<file path="src/hdl/assert_macros.svh">
// ----------------------------------------------------------------------------
// Assertion macros
// Shorthands for concurrent assertions clocked on clk_i, with and without
// the active-low reset disable.
// ----------------------------------------------------------------------------
`ifndef ASSERT_MACROS_SVH
`define ASSERT_MACROS_SVH

// Checked only while the block is out of reset.
`define ASSERT_CLK(lbl, prop, msg) \
  lbl: assert property (@(posedge clk_i) disable iff (!rst_ni) prop) else $error(msg);

// Checked at every clock edge, reset included.
`define ASSERT_CLK_ALWAYS(lbl, prop, msg) \
  lbl: assert property (@(posedge clk_i) prop) else $error(msg);

`endif

</file>
<file path="src/hdl/htfc_pkg.sv">
// ----------------------------------------------------------------------------
// Frame checker package
// Constants, status codes and the controller/datapath command and status
// bundles of the humidity and temperature frame checker.
// ----------------------------------------------------------------------------
package htfc_pkg;

  // CRC-8 of the sensor: polynomial x^8 + x^5 + x^4 + 1, seeded with all ones.
  localparam logic [7:0] CrcPoly = 8'h31;
  localparam logic [7:0] CrcInit = 8'hFF;

  // Conversion scale factors in hundredths (175.00 and 125.00 over full scale).
  localparam logic [14:0] TempScale  = 15'd17500;
  localparam logic [14:0] HumidScale = 15'd12500;
  localparam logic [15:0] TempOffset = 16'd4500;
  localparam logic [14:0] HumidOffset = 15'd600;
  localparam logic [14:0] HumidMax    = 15'd10000;

  // Sequencing: one CRC bit per cycle, one quotient bit per cycle.
  localparam int StepW = 4;
  localparam logic [StepW-1:0] CrcLast = StepW'(16 - 1);
  localparam logic [StepW-1:0] DivLast = StepW'(15 - 1);

  typedef enum logic [1:0] {
    STATUS_OK        = 2'd0,
    STATUS_TEMP_CRC  = 2'd1,
    STATUS_HUMID_CRC = 2'd2
  } status_e;

  // Commands from the controller to the datapath.
  typedef struct packed {
    logic load;       // capture the accepted frame and seed both CRCs
    logic crc_step;   // advance both CRCs by one message bit
    logic check;      // compare CRCs, accumulate on a good frame
    logic mul_load;   // scale a sum and seed the divider
    logic mul_sel;    // 0 selects temperature, 1 humidity
    logic div_step;   // one restoring division step
    logic save_temp;  // keep the temperature quotient
    logic out_load;   // fill the result register and clear the sums
  } cmd_t;

  // Status from the datapath to the controller.
  typedef struct packed {
    logic crc_bad;    // either received CRC differs from the computed one
    logic set_done;   // this good frame completes the averaging set
    logic out_full;   // the result register still holds an untaken result
  } sts_t;

endpackage

</file>
<file path="src/hdl/htfc_if.sv">
// ----------------------------------------------------------------------------
// Frame checker channels
// Valid/ready channels for the incoming sensor frame and the outgoing result.
// ----------------------------------------------------------------------------
interface htfc_frame_if;
  logic        valid;
  logic        ready;
  logic [15:0] temp_word;
  logic [7:0]  temp_crc;
  logic [15:0] humid_word;
  logic [7:0]  humid_crc;

  modport source (output valid, output temp_word, output temp_crc,
                  output humid_word, output humid_crc, input ready);
  modport sink   (input valid, input temp_word, input temp_crc,
                  input humid_word, input humid_crc, output ready);
endinterface

interface htfc_result_if;
  logic               valid;
  logic               ready;
  logic signed [14:0] temperature_centi;
  logic [13:0]        humidity_centi;
  logic [1:0]         status;

  modport source (output valid, output temperature_centi, output humidity_centi,
                  output status, input ready);
  modport sink   (input valid, input temperature_centi, input humidity_centi,
                  input status, output ready);
endinterface

</file>
<file path="src/hdl/htfc_ctrl.sv">
// ----------------------------------------------------------------------------
// Frame checker controller
// Sequences capture, bit-serial CRC, accumulation, two serial divisions and
// the result write.
// ----------------------------------------------------------------------------
module htfc_ctrl (
  input  logic           clk_i,
  input  logic           rst_ni,
  input  logic           in_valid_i,
  output logic           in_ready_o,
  input  htfc_pkg::sts_t sts_i,
  output htfc_pkg::cmd_t cmd_o
);
  import htfc_pkg::*;

  typedef enum logic [7:0] {
    ST_IDLE  = 8'b0000_0001,
    ST_CRC   = 8'b0000_0010,
    ST_CHECK = 8'b0000_0100,
    ST_MULT  = 8'b0000_1000,
    ST_DIVT  = 8'b0001_0000,
    ST_MULH  = 8'b0010_0000,
    ST_DIVH  = 8'b0100_0000,
    ST_EMIT  = 8'b1000_0000
  } state_e;

  state_e           state_q, state_d;
  logic [StepW-1:0] step_q, step_d;

  assign in_ready_o = (state_q == ST_IDLE);

  // Next state, step counter and commands.
  always_comb begin
    state_d = state_q;
    step_d  = step_q;
    cmd_o   = '0;
    case (state_q)
      ST_IDLE: begin
        if (in_valid_i) begin
          cmd_o.load = 1'b1;
          step_d     = '0;
          state_d    = ST_CRC;
        end
      end
      ST_CRC: begin
        cmd_o.crc_step = 1'b1;
        step_d         = step_q + 1'b1;
        if (step_q == CrcLast) begin
          state_d = ST_CHECK;
        end
      end
      ST_CHECK: begin
        cmd_o.check = 1'b1;
        if (sts_i.crc_bad) begin
          state_d = ST_EMIT;
        end else if (sts_i.set_done) begin
          state_d = ST_MULT;
        end else begin
          state_d = ST_IDLE;
        end
      end
      ST_MULT: begin
        cmd_o.mul_load = 1'b1;
        step_d         = '0;
        state_d        = ST_DIVT;
      end
      ST_DIVT: begin
        cmd_o.div_step = 1'b1;
        step_d         = step_q + 1'b1;
        if (step_q == DivLast) begin
          state_d = ST_MULH;
        end
      end
      ST_MULH: begin
        cmd_o.save_temp = 1'b1;
        cmd_o.mul_load  = 1'b1;
        cmd_o.mul_sel   = 1'b1;
        step_d          = '0;
        state_d         = ST_DIVH;
      end
      ST_DIVH: begin
        cmd_o.div_step = 1'b1;
        step_d         = step_q + 1'b1;
        if (step_q == DivLast) begin
          state_d = ST_EMIT;
        end
      end
      ST_EMIT: begin
        if (!sts_i.out_full) begin
          cmd_o.out_load = 1'b1;
          state_d        = ST_IDLE;
        end
      end
      default: begin
        state_d = ST_IDLE;
      end
    endcase
  end

  // State registers.
  always_ff @(posedge clk_i or negedge rst_ni) begin
    if (!rst_ni) begin
      state_q <= ST_IDLE;
      step_q  <= '0;
    end else begin
      state_q <= state_d;
      step_q  <= step_d;
    end
  end

endmodule

</file>
<file path="src/hdl/htfc_datapath.sv">
// ----------------------------------------------------------------------------
// Frame checker datapath
// Frame capture, two bit-serial CRC-8 registers, running sums, a shared
// scaling multiplier, a restoring divider and the result register.
// ----------------------------------------------------------------------------
module htfc_datapath #(
  parameter int MAX_SAMPLES = 255
) (
  input  logic           clk_i,
  input  logic           rst_ni,
  input  logic           cfg_we_i,
  input  logic [7:0]     cfg_wdata_i,
  htfc_frame_if.sink     frame_i,
  htfc_result_if.source  result_o,
  input  htfc_pkg::cmd_t cmd_i,
  output htfc_pkg::sts_t sts_o
);
  import htfc_pkg::*;

  localparam logic [15:0] MaxSamples = 16'(MAX_SAMPLES);

  // Configuration and accumulation state.
  logic [7:0]  target_q;
  logic [23:0] temp_sum_q, humid_sum_q;
  logic [7:0]  samples_q;
  status_e     code_q;

  // Captured frame; the words rotate through the CRC and come back whole.
  logic [15:0] tword_q, hword_q;
  logic [7:0]  tcrc_rx_q, hcrc_rx_q;
  logic [7:0]  tcrc_q, hcrc_q;

  // Divider state.
  logic [23:0] den_q, rem_q;
  logic [14:0] low_q, quot_q, tq_q;

  // Result register.
  logic               out_valid_q;
  logic signed [14:0] out_temp_q;
  logic [13:0]        out_humid_q;
  logic [1:0]         out_status_q;

  function automatic logic [7:0] crc_bit(input logic [7:0] crc, input logic msg_bit);
    logic [7:0] shifted;
    shifted = {crc[6:0], 1'b0};
    return (crc[7] ^ msg_bit) ? (shifted ^ CrcPoly) : shifted;
  endfunction

  // Effective set length: zero means one, capped at the parameter.
  logic [7:0] target_nz, target_eff;
  logic [8:0] samples_next;
  always_comb begin
    target_nz  = (target_q == 8'd0) ? 8'd1 : target_q;
    target_eff = (MaxSamples < {8'd0, target_nz}) ? MaxSamples[7:0] : target_nz;
    samples_next = {1'b0, samples_q} + 9'd1;
  end

  logic bad_t, bad_h;
  assign bad_t = (tcrc_q != tcrc_rx_q);
  assign bad_h = (hcrc_q != hcrc_rx_q);

  assign sts_o.crc_bad  = bad_t | bad_h;
  assign sts_o.set_done = (samples_next >= {1'b0, target_eff});
  assign sts_o.out_full = out_valid_q;

  // Scaling multiply: 15 by 24 bits into the dividend.
  logic [38:0] prod;
  logic [23:0] mul_operand;
  logic [14:0] mul_coeff;
  always_comb begin
    mul_operand = cmd_i.mul_sel ? humid_sum_q : temp_sum_q;
    mul_coeff   = cmd_i.mul_sel ? HumidScale : TempScale;
    prod        = 39'(mul_operand) * 39'(mul_coeff);
  end

  // One restoring division step; the quotient is known to fit in 15 bits.
  logic [24:0] trial;
  logic [25:0] diff;
  assign trial = {rem_q, low_q[14]};
  assign diff  = {1'b0, trial} - {2'b00, den_q};

  // Conversion of the two quotients to the result values.
  logic signed [15:0] temp_full;
  logic [13:0]        humid_clip;
  always_comb begin
    temp_full = $signed({1'b0, tq_q}) - $signed(TempOffset);
    if (quot_q < HumidOffset) begin
      humid_clip = 14'd0;
    end else if (quot_q - HumidOffset > HumidMax) begin
      humid_clip = HumidMax[13:0];
    end else begin
      humid_clip = 14'(quot_q - HumidOffset);
    end
  end

  // Control state: configuration, sums, count, result valid.
  always_ff @(posedge clk_i or negedge rst_ni) begin
    if (!rst_ni) begin
      target_q    <= 8'd1;
      temp_sum_q  <= '0;
      humid_sum_q <= '0;
      samples_q   <= '0;
      out_valid_q <= 1'b0;
    end else begin
      if (cfg_we_i) begin
        target_q <= cfg_wdata_i;
      end
      if (cmd_i.check && !(bad_t || bad_h)) begin
        temp_sum_q  <= temp_sum_q + 24'(tword_q);
        humid_sum_q <= humid_sum_q + 24'(hword_q);
        samples_q   <= samples_next[7:0];
      end
      if (cmd_i.out_load) begin
        temp_sum_q  <= '0;
        humid_sum_q <= '0;
        samples_q   <= '0;
        out_valid_q <= 1'b1;
      end else if (result_o.ready) begin
        out_valid_q <= 1'b0;
      end
    end
  end

  // Payload registers: frame, CRCs, divider and result fields.
  always_ff @(posedge clk_i) begin
    if (cmd_i.load) begin
      tword_q   <= frame_i.temp_word;
      hword_q   <= frame_i.humid_word;
      tcrc_rx_q <= frame_i.temp_crc;
      hcrc_rx_q <= frame_i.humid_crc;
      tcrc_q    <= CrcInit;
      hcrc_q    <= CrcInit;
    end
    if (cmd_i.crc_step) begin
      tcrc_q  <= crc_bit(tcrc_q, tword_q[15]);
      hcrc_q  <= crc_bit(hcrc_q, hword_q[15]);
      tword_q <= {tword_q[14:0], tword_q[15]};
      hword_q <= {hword_q[14:0], hword_q[15]};
    end
    if (cmd_i.check) begin
      code_q <= bad_t ? STATUS_TEMP_CRC : (bad_h ? STATUS_HUMID_CRC : STATUS_OK);
    end
    if (cmd_i.save_temp) begin
      tq_q <= quot_q;
    end
    if (cmd_i.mul_load) begin
      rem_q  <= prod[38:15];
      low_q  <= prod[14:0];
      quot_q <= '0;
      den_q  <= {samples_q, 16'd0} - {16'd0, samples_q};
    end else if (cmd_i.div_step) begin
      rem_q  <= diff[25] ? trial[23:0] : diff[23:0];
      low_q  <= {low_q[13:0], 1'b0};
      quot_q <= {quot_q[13:0], ~diff[25]};
    end
    if (cmd_i.out_load) begin
      out_status_q <= code_q;
      if (code_q == STATUS_OK) begin
        out_temp_q  <= temp_full[14:0];
        out_humid_q <= humid_clip;
      end else begin
        out_temp_q  <= '0;
        out_humid_q <= '0;
      end
    end
  end

  assign result_o.valid             = out_valid_q;
  assign result_o.temperature_centi = out_temp_q;
  assign result_o.humidity_centi    = out_humid_q;
  assign result_o.status            = out_status_q;

endmodule

</file>
<file path="src/hdl/humidity_temp_frame_checker_core.sv">
// ----------------------------------------------------------------------------
// Humidity and temperature frame checker
// Checks the two CRC-8 bytes of each sensor response, averages good frames
// and reports temperature and humidity in hundredths.
// ----------------------------------------------------------------------------
//
//  Channel    Direction  Handshake     Contents
//  frame_i    in         valid/ready   temp_word, temp_crc, humid_word, humid_crc
//  result_o   out        valid/ready   temperature_centi, humidity_centi, status
//  cfg        in         write enable  sample_count_target (8 bits)
//
// A new frame is accepted only once the previous one is finished. Every frame
// passes through the one-bit-per-cycle CRC registers; one that fails a CRC also
// writes an error result, and one that completes a set adds two 15-step restoring divisions.
// A waiting result stalls the block only when the next result is ready to be
// written. Reset clears the sums, count and handshake state and sets the
// target to one; no clearing pass is needed.
`include "assert_macros.svh"

module humidity_temp_frame_checker_core #(
  parameter int MAX_SAMPLES = 255
) (
  input  logic          clk_i,
  input  logic          rst_ni,
  input  logic          cfg_we_i,
  input  logic [7:0]    cfg_wdata_i,
  htfc_frame_if.sink    frame_i,
  htfc_result_if.source result_o
);
  import htfc_pkg::*;

  cmd_t cmd;
  sts_t sts;

  // Sequencer.
  htfc_ctrl u_ctrl (
    .clk_i      (clk_i),
    .rst_ni     (rst_ni),
    .in_valid_i (frame_i.valid),
    .in_ready_o (frame_i.ready),
    .sts_i      (sts),
    .cmd_o      (cmd)
  );

  // Datapath.
  htfc_datapath #(
    .MAX_SAMPLES (MAX_SAMPLES)
  ) u_datapath (
    .clk_i       (clk_i),
    .rst_ni      (rst_ni),
    .cfg_we_i    (cfg_we_i),
    .cfg_wdata_i (cfg_wdata_i),
    .frame_i     (frame_i),
    .result_o    (result_o),
    .cmd_i       (cmd),
    .sts_o       (sts)
  );

  // A transaction on the frame channel leaves the block busy in the next cycle.
  `ASSERT_CLK(a_busy_after_accept,
    (frame_i.valid && frame_i.ready) |=> !frame_i.ready,
    "frame accepted while busy")

  // A result is written only into an empty result register.
  `ASSERT_CLK(a_no_overwrite, cmd.out_load |-> !sts.out_full, "result register overwritten")

  // Error results carry zero measurement fields.
  `ASSERT_CLK(a_err_zero,
    (result_o.valid && result_o.status != 2'(STATUS_OK)) |->
      (result_o.temperature_centi == 15'sd0 && result_o.humidity_centi == 14'd0),
    "error result with nonzero values")

  // Humidity never leaves its clipped range.
  `ASSERT_CLK(a_humid_range,
    result_o.valid |-> (result_o.humidity_centi <= HumidMax[13:0]),
    "humidity out of range")

endmodule
</file>
<file path="src/flat_wrapper.sv">
// flat-port wrapper written by rule: the top's interface ports become plain ports
module humidity_temp_frame_checker_core_flat import htfc_pkg::*;
#(
  parameter int MAX_SAMPLES = 255
)
  (clk_i, rst_ni, cfg_we_i, cfg_wdata_i, frame_i_valid, frame_i_temp_word, frame_i_temp_crc, frame_i_humid_word, frame_i_humid_crc, frame_i_ready, result_o_valid, result_o_temperature_centi, result_o_humidity_centi, result_o_status, result_o_ready);
  htfc_frame_if frame_i_i ();
  htfc_result_if result_o_i ();
  input  logic clk_i;
  input  logic rst_ni;
  input  logic cfg_we_i;
  input  logic [7:0] cfg_wdata_i;
  input wire logic [$bits(frame_i_i.valid)-1:0] frame_i_valid;
  input wire logic [$bits(frame_i_i.temp_word)-1:0] frame_i_temp_word;
  input wire logic [$bits(frame_i_i.temp_crc)-1:0] frame_i_temp_crc;
  input wire logic [$bits(frame_i_i.humid_word)-1:0] frame_i_humid_word;
  input wire logic [$bits(frame_i_i.humid_crc)-1:0] frame_i_humid_crc;
  output wire logic [$bits(frame_i_i.ready)-1:0] frame_i_ready;
  output wire logic [$bits(result_o_i.valid)-1:0] result_o_valid;
  output wire logic [$bits(result_o_i.temperature_centi)-1:0] result_o_temperature_centi;
  output wire logic [$bits(result_o_i.humidity_centi)-1:0] result_o_humidity_centi;
  output wire logic [$bits(result_o_i.status)-1:0] result_o_status;
  input wire logic [$bits(result_o_i.ready)-1:0] result_o_ready;
  assign frame_i_i.valid = frame_i_valid;
  assign frame_i_i.temp_word = frame_i_temp_word;
  assign frame_i_i.temp_crc = frame_i_temp_crc;
  assign frame_i_i.humid_word = frame_i_humid_word;
  assign frame_i_i.humid_crc = frame_i_humid_crc;
  assign frame_i_ready = frame_i_i.ready;
  assign result_o_valid = result_o_i.valid;
  assign result_o_temperature_centi = result_o_i.temperature_centi;
  assign result_o_humidity_centi = result_o_i.humidity_centi;
  assign result_o_status = result_o_i.status;
  assign result_o_i.ready = result_o_ready;
  humidity_temp_frame_checker_core #(.MAX_SAMPLES(MAX_SAMPLES)) u_core (.clk_i(clk_i), .rst_ni(rst_ni), .cfg_we_i(cfg_we_i), .cfg_wdata_i(cfg_wdata_i), .frame_i(frame_i_i), .result_o(result_o_i));
endmodule
</file>
<file path="config.mk">
export PLATFORM = sky130hd
export DESIGN_NAME = humidity_temp_frame_checker_core_flat
export DESIGN_NICKNAME = d
export VERILOG_FILES = /design/src/hdl/htfc_pkg.sv /design/src/hdl/htfc_if.sv /design/src/hdl/htfc_ctrl.sv /design/src/hdl/htfc_datapath.sv /design/src/hdl/humidity_temp_frame_checker_core.sv /design/src/flat_wrapper.sv
export VERILOG_INCLUDE_DIRS = /design/src /design/src/hdl
export SDC_FILE = /design/constraint.sdc
export NUM_CORES = 1
export LEC_CHECK = 0
export ABC_CLOCK_PERIOD_IN_PS = 12700
export BUFFER_PORTS_ARGS = -buffer_cell sky130_fd_sc_hd__buf_2
export CORE_MARGIN = 8
export CORE_UTILIZATION = 50
export DETAILED_ROUTE_END_ITERATION = 16
export PLACE_DENSITY = 0.67
export SYNTH_ARGS = -nofsm -noshare
export SYNTH_HDL_FRONTEND = slang
export SYNTH_SLANG_ARGS = --single-unit
export TNS_END_PERCENT = 30
</file>
<file path="constraint.sdc">
create_clock -name clk_i -period 12.7 [get_ports clk_i]
set_input_delay 0.635 -clock clk_i [delete_from_list [all_inputs] [get_ports clk_i]]
set_output_delay 0.635 -clock clk_i [all_outputs]
set_load 0.03 [all_outputs]
</file>
### Word level (Yosys, flattened, before mapping)

Index checks and enable logic that the tools add are counted.
W data, S select, Z words.

* multiplexer cells: 46
* bitwise logic cells: 7
* add/subtract/negate cells: 8
* $lt $le $gt $ge: 3
* eq/ne operators: 17
* reductions and logical operators: 17
* multiply operators: 1

Operators by type and width (count)
* $mux W24: 8
* $mux W8: 12
* $mux W16: 4
* $pmux W8 S8: 1
* $add A24 B16 Y24: 2
* $mux W15: 3
* $mul A24 B15 Y39: 1
* $sub A25 B24 Y26: 1
* $sub A24 B8 Y24: 1
* $ne A8 B8 Y1: 2
* $gt A15 B14 Y1 const B: 1
* $lt A15 B10 Y1 const B: 1
* $sub A15 B10 Y15 const B: 1
* $sub A15 B13 Y15 const B: 1
* $mux W14: 1
* $mux W6: 2
* $pmux W4 S3: 1
* $mux W1: 11
* $ne A2 B2 Y1 const B: 5
* $add A8 B1 Y9 const B: 1
* $ge A9 B8 Y1: 1
* $eq A4 B4 Y1 const B: 2
* $eq A8 B1 Y1 const B: 1
* $eq A8 B2 Y1 const B: 1
* 24 further kinds: 34

* input port bits: 61
* output and inout bits: 33
* flip-flop bits (word level): 267
* logic and storage cells: 122

### Depth between registers and ports, before layout

Gate-level depths: netlist (run 1).

* depth in word-level cells: 6
* gate-level depth with buffers: 28
* gate-level depth less buffers: 26

### Worst setup path before layout (run 1)

No wires, ideal clock.

* path kind: reg2reg
* start point: register u_core.u_ctrl.state_q[3]
* end point: register u_core.u_datapath.rem_q[14] (data pin)
* arrival time: 6.792 ns
* library setup time: 0.264 ns
* required time: 12.436 ns
* path slack: 5.644 ns
* clock period less this slack: 7.056 ns
* path buffers: 2
* cell stages (with the launch flop): 28
* cell sequence: dfrtp_1 buf_2 nor4_4 nand2_1 nor3b_2 clkbuf_1 nand2_1 nand2_1 ha_1 inv_1 fa_1 inv_1 fa_1 fa_1 inv_1 fa_1 inv_1 ha_1 ha_1 a211oi_1 nor2_1 o311ai_2 a21oi_2 a311o_2 and3_1 nor2_2 xnor2_1 o21ai_2

* word-level cells in the longest chain between the ends: 5
* elaborated cells on any way between the ends: 9
* those cells by class: 1 x mul; 2 x eq/ne; 5 x mux; 1 x reduce/logical

RTL lines
* from (decl): line htfc_ctrl.sv:27 `state_e state_q, state_d;`
* from (signal assigned): line htfc_ctrl.sv:106 `state_q <= state_d;`
* $eq A8 B6 Y1: line htfc_ctrl.sv:37 `case (state_q)`
* $mux W1: line htfc_ctrl.sv:37
* $mux W24 or $mux W15 (tied branches): line htfc_datapath.sv:71, htfc_datapath.sv:72
* $mul A24 B15 Y39: line htfc_datapath.sv:73 `prod = 39'(mul_operand) * 39'(mul_coeff);`
* $mux W24 (*): line htfc_datapath.sv:146 `if (cmd_i.mul_load) begin`
* to (signal assigned): line htfc_datapath.sv:147 `rem_q <= prod[38:15];`
* to (signal assigned): line htfc_datapath.sv:152 `rem_q <= diff[25] ? trial[23:0] : diff[23:0];`
* to (decl): line htfc_datapath.sv:34 `logic [23:0] den_q, rem_q;`

Every way passes the cells marked *; elsewhere a longest branch is shown, timed or not.
A chain may end at the register's enable or synchronous reset.

### Worst setup path after layout (run 1)

Ends and elaborated chain as after synthesis.

==> flow_summary.toml, run 1 <==
[run_status]
status = "completed"

[grt]
grt_max_degree = 62
grt_usage_pct = 19.63
grt_pass1_wl_um = 82090
antenna_found_initial = 0
grt_pass1_vias = 16470
grt_overflow = 0

[clocking]
cts_root_buf = "clkbuf_16"
clock_sinks = 264
clkTransAtPathRegs_ps = 60
numCtsBuffers = 31
post_cts_buffers = 0
cts.path.max_buffers = 3
cts_tree = "yes"
clkLatencyLatePin_ps = 590
htreeDepth = 1
cts.repair.resized = 0
hold_buffers = 1

[drt]
viasPerCell = 5.432
vias = 16220
wl_per_cell_um = 16.74
firstDrtPassIters = 7
drt_iter0_markers = 870
routed_wl_um = 49970
postRouteAntennaNets = 0
drc_errors = 0

[yosys]
syn_area_per_cell_um2 = 9.440
syn_area_um2 = 21850
ys.flop_type = "edfxtp_1"
ys_seq_elements = 264
synth-edff-count = 172
synth.distinct_cells = 87
synth-async-reset-ratio_pct = 29.17
ys_seq_area_share_pct = 33.84
ys_warn_count = 0
syn_inst = 2315
syn-num-nets = 2756

[timing]
setup_violations = 0
period_share_pct = 57.39
max_freq_mhz = 137.2
fin_setup_tns_ps = 0
rsz0062_at_grt = "false"
fin_skew_ps = 13.92
hold_viol = 0
holdWs_ps = 219.3
tightest_slew_ps = 1211
drv_slew = 0
slew_headroom_pct = 19.25
min_period_ps = 7288

[place]
gp_congestion = 0.9186
port_buffers = 93
dp.cells = 2927
dp_hpwl_um = 39750

[worst_setup_path]
slowest_stage = "fa_1"
worstPathArrival_ps = 7610
cp-start-kind = "flip-flop"
cp_max_fo = 49
cp_data_required_time_ps = 13030
worst-setup-path-type = "reg2reg"
timing.critical_path.mode_cell = "inv_1"
worstSetupEndpointType = "flip-flop"
crit_family = "adder cells"
slowest_delay_ps = 540
crit_buf_inv = 6

[final_layout]
drive_above_1_share_pct = 8.746
layout_common_cells = "nand2_1 (326), inv_1 (313), ha_1 (254)"
instances_no_fill = 2986
layout_commonest_cell = "nand2_1"
antenna_cells = 0
postLayoutCoreUtil_pct = 55.64
areaGrowthSynthToFinish_pct = 9.675
nets = 2817
num-fill-cells = 3816

[die]
fp.coreArea_um2 = 43080
row_count = 76
start_util_pct = 50.73
die_area_um2 = 50650
die_w_um = 225.1
die_h_um = 225.1
num_io_pins = 94

[pwr]
power.density_nw_per_um2 = 99.77
leakage_nw = 12.01
ir_drop_mv = 0.1600

[worst_hold_path]
hold_path_class = "in2reg"

[job]
max_cap_viol_count = 0
-- worst register-to-register path, cell delays in order (launching register included) --
cell      delay (ps)
dfrtp_1          480
nor4_4           360
nand2_1          150
nor3b_4          190
buf_4            450
nand2_1          210
inv_1            120
ha_1             140
inv_1             50
fa_1             500
inv_1             60
fa_1             500
fa_1             540
inv_1             60
fa_1             530
inv_1             40
ha_1             290
ha_1             360
a211oi_1         350
nor2_1           130
o311ai_2         450
a21oi_2          140
a311o_2          440
and3_1           190
nor2_2            90
xnor2_1          140
o21ai_2           70
-- power by group --
| part | leakage [nW] | total (mW) | switching [mW] | internal [mW] |
|---|---|---|---|---|
| registers | 2.77 | 1.09 | 0.0621 | 1.03 |
| logic | 8.71 | 0.361 | 0.233 | 0.128 |
| clock network | 0.532 | 0.940 | 0.370 | 0.570 |
| total | 12.0 | 2.39 | 0.665 | 1.73 |
-- final cells by class --
cell class / instances / area [um2] / share of cell area (%)
multi-input combinational: 1655 / 12980 / 54.15
sequential: 264 / 7395 / 30.85
inverter: 314 / 1179 / 4.917
clock buffer: 38 / 832.0 / 3.471
tap: 585 / 732.0 / 3.054
timing repair buffer: 110 / 598.1 / 2.495
clock inverter: 20 / 255.2 / 1.065
-- synth_stat cells, types with 5 or more instances --
cell type / instances / area share (%)
nand2_1: 326 / 5.6
and3_1: 34 / 0.97
and2_1: 19 / 0.54
inv_1: 313 / 5.4
clkbuf_1: 67 / 1.2
xnor2_1: 71 / 2.8
nor2b_1: 13 / 0.37
edfxtp_1: 172 / 24
and4_1: 6 / 0.24
a21o_1: 36 / 1.2
buf_1: 5 / 0.086
nand2b_1: 18 / 0.52
nor2_1: 131 / 2.2
o21bai_1: 7 / 0.24
dfrtp_1: 75 / 8.6
fa_1: 126 / 12
dfxtp_1: 15 / 1.4
nand3b_1: 6 / 0.21
or3_1: 11 / 0.31
ha_1: 254 / 15
nor3b_1: 6 / 0.21
nor4_1: 10 / 0.29
nand3_1: 59 / 1.4
o21ai_0: 102 / 2.3
nor3_1: 23 / 0.53
a211oi_1: 12 / 0.41
a31oi_1: 15 / 0.43
xor2_1: 75 / 3.0
buf_2: 8 / 0.18
o211ai_1: 19 / 0.65
a211o_1: 5 / 0.20
or2_2: 22 / 0.63
a21oi_1: 108 / 2.5
nand4_1: 7 / 0.20
o21ai_1: 23 / 0.53
mux2i_1: 11 / 0.50
o31ai_1: 10 / 0.34
o21a_1: 15 / 0.52
-- sequential cells by signal, indices dropped and copies added (netlist names), 13 cells and up --
| signal | count |
|---|---|
| u_core.u_datapath.humid_sum_q | 24 |
| u_core.u_datapath.tword_q | 16 |
| u_core.u_datapath.result_o.temperature_centi | 15 |
| u_core.u_datapath.result_o.humidity_centi | 14 |
| u_core.u_datapath.low_q | 13 |
| u_core.u_datapath.hword_q | 16 |
| u_core.u_datapath.temp_sum_q | 24 |
| u_core.u_datapath.quot_q | 15 |
| u_core.u_datapath.tq_q | 15 |
| u_core.u_datapath.den_q | 23 |
| u_core.u_datapath.rem_q | 24 |
-- routing by layer --
| layer | track usage (%) | up-vias | wire (um) |
|---|---|---|---|
| met5 | 0 | - | 0 |
| met4 | 5.529 | 0 | 1207 |
| met3 | 2.498 | 83 | 2068 |
| met2 | 33.83 | 337 | 23930 |
| met1 | 25.72 | 7850 | 22760 |
| li1 | - | 7951 | - |
-- kinds of logic after synthesis --
family	synth area share, %
AO/OA/AOI/OAI	11.79
multiplexers	0.6069
adder cells (fa/ha/maj)	26.08
other	0.01716
flip-flops	33.84
AND/OR/NAND/NOR	14.94
buffers and inverters	6.870
XOR/XNOR	5.851
-- path summary, 6_finish.rpt --
kind                                             startpoint                                    to  slack, ps  cells after the start
worst max register to register     u_core.u_ctrl.state_q[3]           u_core.u_datapath.rem_q[14]       5410                     26
worst min register to register  u_core.u_datapath.code_q[0]  u_core.u_datapath.result_o.status[0]        450                      0
max in group asynchronous                            rst_ni      u_core.u_datapath.temp_sum_q[12]      11100                      3
worst min-delay path                   frame_i_humid_crc[6]        u_core.u_datapath.hcrc_rx_q[6]        220                      1
worst max-delay path               u_core.u_ctrl.state_q[3]           u_core.u_datapath.rem_q[14]       5410                     26
min in group asynchronous                            rst_ni               u_core.u_ctrl.step_q[2]        470                      2
-- through the flow --
step / total power, mW / setup WS, ps / cell area [um2]
finish: 2.392 / 5412 / 23970
global route: 2.501 / 5019 / 23970
CTS: 2.417 / 5383 / 23970
detailed placement: 1.467 / 5397 / 22870
global placement: 1.456 / 5597 / 22870
floorplan: 1.348 / 5644 / 21850
No activity file was read; power rests on OpenSTA's default activity.
==> run 2: changes to the inputs <==
--- a/config.mk
+++ b/config.mk
@@ -6,7 +6,8 @@
 export SDC_FILE = /design/constraint.sdc
 export NUM_CORES = 1
 export LEC_CHECK = 0
-export ABC_CLOCK_PERIOD_IN_PS = 12700
+export ABC_AREA = 1
+export ABC_CLOCK_PERIOD_IN_PS = 6900
 export BUFFER_PORTS_ARGS = -buffer_cell sky130_fd_sc_hd__buf_2
 export CORE_MARGIN = 8
 export CORE_UTILIZATION = 50
==> constraint.sdc (replaced) <==
create_clock -name clk_i -period 6.9 [get_ports clk_i]
set_input_delay 0.345 -clock clk_i [delete_from_list [all_inputs] [get_ports clk_i]]
set_output_delay 0.345 -clock clk_i [all_outputs]
set_load 0.03 [all_outputs]
==> flow_summary.toml, run 2 <==
[die]
num_io_pins = 94
die_area_um2 = 54460
row_count = 79
die_w_um = 233.4
die_h_um = 233.4
fp.coreArea_um2 = 46560
start_util_pct = 50.74

[worst_setup_path]
worstRegToRegCells = 29
crit_buf_inv = 8
cp_data_required_time_ps = 7260
slowest_delay_ps = 520
worst-setup-path-type = "reg2reg"
crit_family = "adder cells"
cp-start-kind = "flip-flop"
worstSetupEndpointType = "flip-flop"
cp_max_fo = 11
r2r_slack_ps = 460
r2r-end = "u_core.u_datapath.rem_q[13]"
slowest_stage = "fa_1"
r2r_start = "u_core.u_ctrl.state_q[2]"
worstPathArrival_ps = 6800

[clocking]
clkTransAtPathRegs_ps = 60
cts_root_buf = "clkbuf_16"
htreeDepth = 1
clock_sinks = 264
cts.path.max_buffers = 3
post_cts_buffers = 0
clkLatencyLatePin_ps = 620
numCtsBuffers = 31
cts_tree = "yes"

[grt]
grt_usage_pct = 23.48
grt_pass1_wl_um = 103300
grt_overflow = 0
grt_pass1_vias = 19830
antenna_found_initial = 0
grt_max_degree = 62

[final_layout]
num-fill-cells = 4413
layout_common_cells = "nand2_1 (706), inv_1 (526), nor2_1 (288)"
final-seq-area_um2 = 7395
drive_above_1_share_pct = 7.375
layout_commonest_cell = "nand2_1"
multi_input_area_um2 = 13890
largest_registers = "u_core.u_datapath.humid_sum_q (24), u_core.u_datapath.rem_q (24), u_core.u_datapath.temp_sum_q (24)"
antenna_cells = 0
postLayoutCoreUtil_pct = 55.92
nets = 3548
areaGrowthSynthToFinish_pct = 10.20

[place]
port_buffers = 93
dp_hpwl_um = 51970
dp_slack_ps = 487.6
gp_congestion = 0.9358

[yosys]
syn_area_um2 = 23620
syn_area_per_cell_um2 = 7.898
ys_seq_elements = 264
synth.distinct_cells = 58
ys_warn_count = 0
synth_most_common_cell = "nand2_1"
syn-num-nets = 3432
synth.largest_area_cell = "edfxtp_1"
syn_inst = 2991
synth-edff-count = 172
ys.flop_type = "edfxtp_1"
synth.area.top_cells = "edfxtp_1 (22%), ha_1 (13%), nand2_1 (11%)"
synth_top_area_share_pct = 21.86
synthTopCellsByCount = "nand2_1 (707), inv_1 (526), nor2_1 (288)"
ys_seq_area_share_pct = 31.30
synth-async-reset-ratio_pct = 29.17

[run_status]
status = "completed"

[timing]
hold_viol = 0
setup_violations = 0
max_freq_mhz = 155.3
slew_headroom_pct = 20.32
rsz0062_at_grt = "false"
drv_slew = 0
min_period_ps = 6439
fin_ws_ps = 461.1
period_share_pct = 93.32
fin_setup_tns_ps = 0
tightest_slew_ps = 1192
fin_skew_ps = 38.59

[drt]
drt_iter0_markers = 1206
vias = 19760
drc_errors = 0
wl_per_cell_um = 17.15
viasPerCell = 5.285
routed_wl_um = 64120
postRouteAntennaNets = 0
firstDrtPassIters = 5

[pwr]
leakage_nw = 13.68
power.density_nw_per_um2 = 169.7
ir_drop_mv = 0.2087

[worst_hold_path]
hold_path_class = "in2reg"
hold_end = "u_core.u_datapath.tword_q[5]"
hold_depth = 3
min_from = "frame_i_temp_word[5]"

[job]
max_cap_viol_count = 0
## run 2: timing repair
action	CTS	global route
endpoints found under the hold margin	49	0
hold buffers	34	0
resized for setup	0	0
endpoints found under the setup margin	0	0
## run 2: per-stage QoR
step / hold WS [ps] / instance area, um2 / std cells / power (mW)
6_report: 21.91 / 26030 / 3739 / 4.418
2_1_floorplan: 49.41 / 23620 / 2991 / 2.491
5_1_grt: 9.370 / 26030 / 3739 / 4.622
4_1_cts: 1.750 / 26030 / 3739 / 4.451
3_5_place_dp: 234.8 / 24640 / 3647 / 2.719
3_3_place_gp: 227.8 / 24640 / 3647 / 2.699
## run 2: cell type report
cell class / count / share of cell area (%)
Tap cell: 607 / 2.917
Clock buffer: 44 / 3.441
Sequential cell: 264 / 28.41
Multi-Input combinational cell: 2129 / 53.36
Clock inverter: 14 / 0.6104
Timing Repair Buffer: 138 / 3.422
Inverter: 543 / 7.839
## run 2: power by group
part           switching [mW]  internal, mW  leakage, nW  total (mW)
combinational           0.502         0.224         10.5       0.726
sequential              0.101          1.88         2.66        1.98
clock                   0.720         0.988        0.505        1.71
## run 2: logic make-up (layout without fill, tap and decap cells)
logic type,Yosys count,after routing,share of synthesized area (%)
compound gates,348,348,7.934
xor+xnor,66,66,2.479
fa+ha+maj,380,380,24.13
buf+inv,598,739,9.899
flops,264,264,31.30
other cells,1,1,0.01587
simple gates,1334,1334,24.24
## run 2: per-layer routing
metal  part of all wire, %  GRT usage [%]
met1                    44          30.50
met2                    49          41.03
met3                   4.0          2.123
met4                   2.9          7.390
met5                     0              0
## run 2: worst max path at each step
stage                                              to  cells after the start                      from
after global routing      u_core.u_datapath.rem_q[13]                     29  u_core.u_ctrl.state_q[2]
after CTS                 u_core.u_datapath.rem_q[13]                     29  u_core.u_ctrl.state_q[2]
after floorplan           u_core.u_datapath.rem_q[10]                     29  u_core.u_ctrl.state_q[1]
final                     u_core.u_datapath.rem_q[13]                     29  u_core.u_ctrl.state_q[2]
after detailed placement  u_core.u_datapath.rem_q[13]                     29  u_core.u_ctrl.state_q[2]
after global placement    u_core.u_datapath.rem_q[13]                     29  u_core.u_ctrl.state_q[1]
## run 2: tightest hold or removal path, stage by stage
cell	delay, ps
buf_2	70
nand2_1	40
nand2_1	40
